--- config.mk ---
export PLATFORM = sky130hd
export DESIGN_NAME = afid_ctrl
export DESIGN_NICKNAME = d
export VERILOG_FILES = /design/src/aged_fifo_id_allocator_assert.svh /design/src/afid_pkg.sv /design/src/afid_ctrl.sv
export SDC_FILE = /design/constraint.sdc
export NUM_CORES = 1
export LEC_CHECK = 0
export ABC_AREA = 1
export CAP_MARGIN = 10
export CORE_AREA = 2 2 39 41
export CTS_CLUSTER_DIAMETER = 200
export CTS_CLUSTER_SIZE = 25
export DETAILED_ROUTE_END_ITERATION = 6
export DIE_AREA = 0 0 41 43
export DONT_BUFFER_PORTS = 1
export PLACE_DENSITY = 0.41
export SKIP_CTS_REPAIR_TIMING = 1
export SLEW_MARGIN = 20
export SYNTH_ARGS = -nofsm -noshare
export SYNTH_HDL_FRONTEND = slang
export SYNTH_SLANG_ARGS = --single-unit
--- constraint.sdc ---
create_clock -name clock -period 1.3 [get_ports clock]
set_input_delay 0.39 -clock clock [delete_from_list [all_inputs] [get_ports clock]]
set_output_delay 0.39 -clock clock [all_outputs]
set_load 0.02 [all_outputs]
--- src/aged_fifo_id_allocator_assert.svh ---
// ----------------------------------------------------------------------------
// Assertion macros for the aged FIFO ID allocator
// Same-cycle and next-cycle implication checks on a clock with sync reset.
// ----------------------------------------------------------------------------
`ifndef AGED_FIFO_ID_ALLOCATOR_ASSERT_SVH
`define AGED_FIFO_ID_ALLOCATOR_ASSERT_SVH

// ante implies cons in the same cycle
`define AFID_ASSERT_SAME(lbl, clk, rst, ante, cons, msg) \
   lbl: assert property (@(posedge clk) disable iff (rst) (ante) |-> (cons)) \
      else $error(msg);

// ante implies cons in the next cycle
`define AFID_ASSERT_NEXT(lbl, clk, rst, ante, cons, msg) \
   lbl: assert property (@(posedge clk) disable iff (rst) (ante) |=> (cons)) \
      else $error(msg);

`endif

--- src/afid_pkg.sv ---
// ----------------------------------------------------------------------------
// afid_pkg
// Widths, reset values, codes and controller/datapath structs of the allocator.
// ----------------------------------------------------------------------------
package afid_pkg;

   localparam int ID_W            = 8;
   localparam int TS_W            = 64;
   localparam int TIME_W          = 32;
   localparam int KIND_W          = 2;
   localparam int CSR_IDX_W       = 2;
   localparam int CSR_DATA_W      = 32;
   localparam int NUM_IDS_DEFAULT = 256;

   localparam logic [ID_W-1:0]   MAX_ID_RESET   = 8'd255;
   localparam logic [TIME_W-1:0] MIN_FREE_RESET = 32'd2000000;

   localparam logic [CSR_IDX_W-1:0] REG_MAX_ID   = 2'd0;
   localparam logic [CSR_IDX_W-1:0] REG_MIN_FREE = 2'd1;

   typedef enum logic [KIND_W-1:0] {
      KIND_ALLOC = 2'd0,
      KIND_FREE  = 2'd1,
      KIND_QUERY = 2'd2
   } kind_type;

   typedef struct packed {
      logic sweep;
      logic load;
      logic rd_head;
      logic rd_stamp;
      logic rd_bit;
      logic alloc_commit;
      logic free_commit;
      logic query_commit;
      logic nop_commit;
   } cmd_type;

   typedef struct packed {
      logic reinit;
      logic sweep_last;
      logic out_free;
   } status_type;

endpackage

--- src/afid_ctrl.sv ---
// ----------------------------------------------------------------------------
// afid_ctrl
// Sequencer: clearing pass, request decode, memory read steps and commit.
// ----------------------------------------------------------------------------
module afid_ctrl (
   input  logic                        clock,
   input  logic                        reset,
   input  logic                        req_valid,
   input  logic [afid_pkg::KIND_W-1:0] req_kind,
   output logic                        req_ready,
   input  afid_pkg::status_type        status,
   output afid_pkg::cmd_type           cmd
);

   typedef enum logic [2:0] {
      ST_INIT,
      ST_IDLE,
      ST_RD_STAMP,
      ST_ALLOC,
      ST_FREE,
      ST_QUERY,
      ST_NOP
   } state_type;

   state_type state_ff, state_in;
   logic      req_ready_ff;

   always_comb begin
      cmd      = '0;
      state_in = state_ff;
      unique case (state_ff)
         ST_INIT: begin
            cmd.sweep = 1'b1;
            if (status.sweep_last) state_in = ST_IDLE;
         end
         ST_IDLE: begin
            if (req_valid && req_ready_ff) begin
               cmd.load = 1'b1;
               unique case (afid_pkg::kind_type'(req_kind))
                  afid_pkg::KIND_ALLOC: begin
                     cmd.rd_head = 1'b1;
                     state_in    = ST_RD_STAMP;
                  end
                  afid_pkg::KIND_FREE: begin
                     cmd.rd_bit = 1'b1;
                     state_in   = ST_FREE;
                  end
                  afid_pkg::KIND_QUERY: begin
                     cmd.rd_bit = 1'b1;
                     state_in   = ST_QUERY;
                  end
                  default: state_in = ST_NOP;
               endcase
            end
         end
         ST_RD_STAMP: begin
            cmd.rd_stamp = 1'b1;
            state_in     = ST_ALLOC;
         end
         ST_ALLOC: begin
            if (status.out_free) begin
               cmd.alloc_commit = 1'b1;
               state_in         = ST_IDLE;
            end
         end
         ST_FREE: begin
            if (status.out_free) begin
               cmd.free_commit = 1'b1;
               state_in        = ST_IDLE;
            end
         end
         ST_QUERY: begin
            if (status.out_free) begin
               cmd.query_commit = 1'b1;
               state_in         = ST_IDLE;
            end
         end
         ST_NOP: begin
            if (status.out_free) begin
               cmd.nop_commit = 1'b1;
               state_in       = ST_IDLE;
            end
         end
         default: state_in = ST_INIT;
      endcase
      if (status.reinit) state_in = ST_INIT;
   end

   always_ff @(posedge clock) begin
      if (reset) begin
         state_ff     <= ST_INIT;
         req_ready_ff <= 1'b0;
      end else begin
         state_ff     <= state_in;
         req_ready_ff <= (state_in == ST_IDLE);
      end
   end

   assign req_ready = req_ready_ff;

endmodule

* Word level (Yosys, flattened, before mapping) *
Cells that the tools add are included.
W data, S select, Z words.

word-level totals
  output and inout bits = 10
  flip-flop bits (word level) = 4

operators by class
  eq/ne operators = 9
  reduce and logical (&&, ||, !) cells = 5
  multiplexer cells = 19

operator list
  cell                  count
  $mux W3               4
  $pmux W3 S4           1
  $mux W1               11
  $eq A3 B3 Y1 const B  3
  $pmux W3 S3           1
  $eq A3 B1 Y1 const B  2
  $eq A3 B2 Y1 const B  2
  $mux W2               2
  $reduce_or A4 Y1      1
  $logic_not A3 Y1      1
  $eq A2 B1 Y1 const B  1
  $eq A2 B2 Y1 const B  1
  $logic_not A2 Y1      1
  $reduce_or A2 Y1      1
  $logic_and A1 B1 Y1   1

* Longest topological paths before layout *
  depth in word-level cells = 6
  gate-level depth with buffers = 9
  mapped depth without buffers = 8

* Worst setup path after synthesis *
OpenSTA, ideal clock, no wires.

  kind = flip-flop to output port
  start = reg req_ready_ff, in the netlist req_ready
  end = out cmd[4] (netlist name)
  stages on the path, launching flop included = 5
  arrival = 1.202 ns
  path slack = -0.292 ns
  required time = 0.910 ns
  cell sequence = dfxtp_1 nand2_1 nor2_2 inv_1 nor2_1

RTL lines
  element                 line             source
  from (decl)             afid_ctrl.sv:26  logic req_ready_ff;
  from (signal assigned)  afid_ctrl.sv:95  req_ready_ff <= (state_in == ST_IDLE);
  to (decl)               afid_ctrl.sv:12  output afid_pkg::cmd_type cmd

==> flow_summary.json <==
{
  "status": "finished, violations left",
  "violations": "negative setup slack",
  "setup_tns_ps": -1386,
  "drv_cap": 0,
  "grt_max_degree": 8,
  "ys_seq_area_frac": 0.2085,
  "dr.pass1.iters": 4,
  "power.switching_mw": 0.09838,
  "path_clk_slew_ps": 40,
  "synth_cell_type_count": 15,
  "placed_cells": 89,
  "worst_pin_slew_ps": 326.5,
  "vias": 412,
  "overflow": 0,
  "clk_latency_ps": 240,
  "antenna_cells": 0,
  "worstRegToRegCells": 10,
  "hold_path.class": "primary input to register",
  "rows": 14,
  "grt.total_usage": 0.1232,
  "die_h_um": 43,
  "fp.dieW_um": 41,
  "post_drt_wl_per_cell_um": 9.681,
  "max_freq_mhz": 662.1,
  "switching_share": 0.2728,
  "num-fill-cells": 147,
  "ir_drop_mv": 0.4383,
  "clkPwrFrac": 0.468,
  "grt_pass1_wl_mm": 1.462,
  "synth_flop_cell": "dfxtp_1",
  "fin_cells": 94,
  "io_pins": 18,
  "synth.most_common_cell": "nand2_1",
  "critPathCaptureType": "primary output",
  "dpl.hpwl_um": 739.6,
  "power_per_cell_area_nw_per_um2": 577.7,
  "rsz0062_at_grt": "yes",
  "leakagePower_nw": 0.3010,
  "yosys-top-cells-count": "nand2_1, inv_1, nor2_1",
  "multi_input_area_sq_um": 315.3,
  "cts_inserted_buffers": 3,
  "finalNetCount": 89,
  "drt_iter0_markers": 5,
  "endpoint": "cmd[0]",
  "io_buffers": 0,
  "yosysWarnings": 0,
  "wl_um": 910,
  "regToRegSetupSlack_ps": 30,
  "root_buffer": "clkbuf_4",
  "ys_ff_latch": 4,
  "p_total_mw": 0.3607,
  "cp-startpoint": "state_ff[0]$_SDFF_PP0_",
  "syn_to_final_growth_pct": 62.54,
  "gp_congestion": 0.6828,
  "async_flop_share": 0,
  "synth_top_area_cell": "dfxtp_1",
  "ff_latch_area_sq_um": 92.59,
  "route.detailed.drc": 0,
  "hold-worst-slack_ps": 209.3,
  "cts_tree": "built",
  "power.internal_mw": 0.2623,
  "ant_nets": 0,
  "critPathMaxFanout": 7,
  "fin_skew_ps": 6.466,
  "hold_viol_final": 0,
  "combPwrFrac": 0.185,
  "antenna_found_initial": 0,
  "synth_enable_flop_cells": 0,
  "p_seq_frac": 0.348,
  "required_ps": 910,
  "grt_pass1_vias": 346,
  "syn_area_sq_um": 384.1,
  "synth_top_cell_area_share": 0.2085,
  "core_area_sq_um": 1384,
  "synth_cells": 64,
  "htree_levels": 1,
  "post-route-min-period_ps": 1510,
  "syn_area_per_cell_sq_um": 6.002,
  "die_area_sq_um": 1763,
  "place_ws_ps": -7.479,
  "drv_slew": 0,
  "cts_buffer_depth": 2,
  "worst_setup_path_start_kind": "register",
  "clock_sinks": 4,
  "slew_headroom": 0.7821,
  "setup_viol": 9,
  "path_class": "register to primary output",
  "final.setup.worst_slack_ps": -210.3,
  "r2r-end": "req_ready$_SDFF_PP0_",
  "final.period_utilization": 1.162,
  "synthTopCellsByArea": "dfxtp_1, nand2_1, inv_1",
  "r2r_start": "state_ff[0]$_SDFF_PP0_",
  "worstPathArrival_ps": 1120,
  "syn_nets": 74,
  "viasPerCell": 4.383,
  "initial_core_util": 0.2776,
  "final_layout_size_suffix_gt1_frac": 0.5385
}
## critical path, stage by stage (launching register included)
cell and delay, ps:
dfxtp_4 350, buf_12 140, nor4_4 230, buf_4 170
## how the worst min path moves through the flow
stage	startpoint	end	slack (ps)	cells past startpoint
3_3_place_gp	reset	state_ff[2]$_SDFF_PP0_	460	1
4_1_cts	reset	state_ff[2]$_SDFF_PP0_	200	1
2_1_floorplan	reset	state_ff[2]$_SDFF_PP0_	450	1
6_report	reset	state_ff[2]$_SDFF_PP0_	210	1
5_1_grt	reset	state_ff[2]$_SDFF_PP0_	190	1
3_5_place_dp	reset	state_ff[2]$_SDFF_PP0_	460	1
## stage by stage
step / utilization / instance area (sq um)
final: 0.4512 / 624.3
after floorplan: - / 439.2
after detailed placement: 0.3870 / 535.5
after global routing: 0.4512 / 624.3
after global placement: 0.3870 / 535.5
after CTS: 0.4060 / 561.8
## state kept, by name (all words and copies together) (netlist names)
| name | flops |
|---|---|
| state_ff | 3 |
| req_ready | 1 |
## cell families (layout without fill, tap and decap cells)
group | after synthesis | after routing | share of synthesized area
AOI/OAI and AO/OA | 2 | 2 | 0.03257
and+or+nand+nor | 41 | 41 | 0.5277
adders and majority gates | 2 | 2 | 0.06514
DFF | 4 | 4 | 0.2085
buffers and inverters | 15 | 29 | 0.1661
## cell type report
| cell class | instances | share of cell area |
|---|---|---|
| multi-input combinational | 45 | 0.5050 |
| inverter | 14 | 0.1082 |
| clock buffer | 4 | 0.04208 |
| tap | 16 | 0.03206 |
| timing repair buffer | 11 | 0.1643 |
| sequential | 4 | 0.1483 |
## power groups by stage
stage / Combinational, mW / Clock [mW] / Sequential (mW)
3_5_place_dp: 0.0616 / 0 / 0.130
4_1_cts: 0.0619 / 0.177 / 0.128
2_1_floorplan: 0.0454 / 0 / 0.130
3_3_place_gp: 0.0620 / 0 / 0.130
6_report: 0.0667 / 0.169 / 0.125
5_1_grt: 0.0731 / 0.189 / 0.126
## cells in the final DEF (no fill, tap or decap), drive strengths merged
cell    instances
clkbuf          4
nand3           7
nor3            2
inv            14
o21ai           1
o21a            1
ha              2
nor2           15
dfxtp           4
nand2          16
nor4            1
buf            11
## metal layers
layer	share of wire	GRT usage
met1	0.46	0.1853
met5	0	0
met3	0.036	0.01571
met2	0.48	0.1656
met4	0.021	0.06000
No activity file was read; power rests on OpenSTA's default activity.
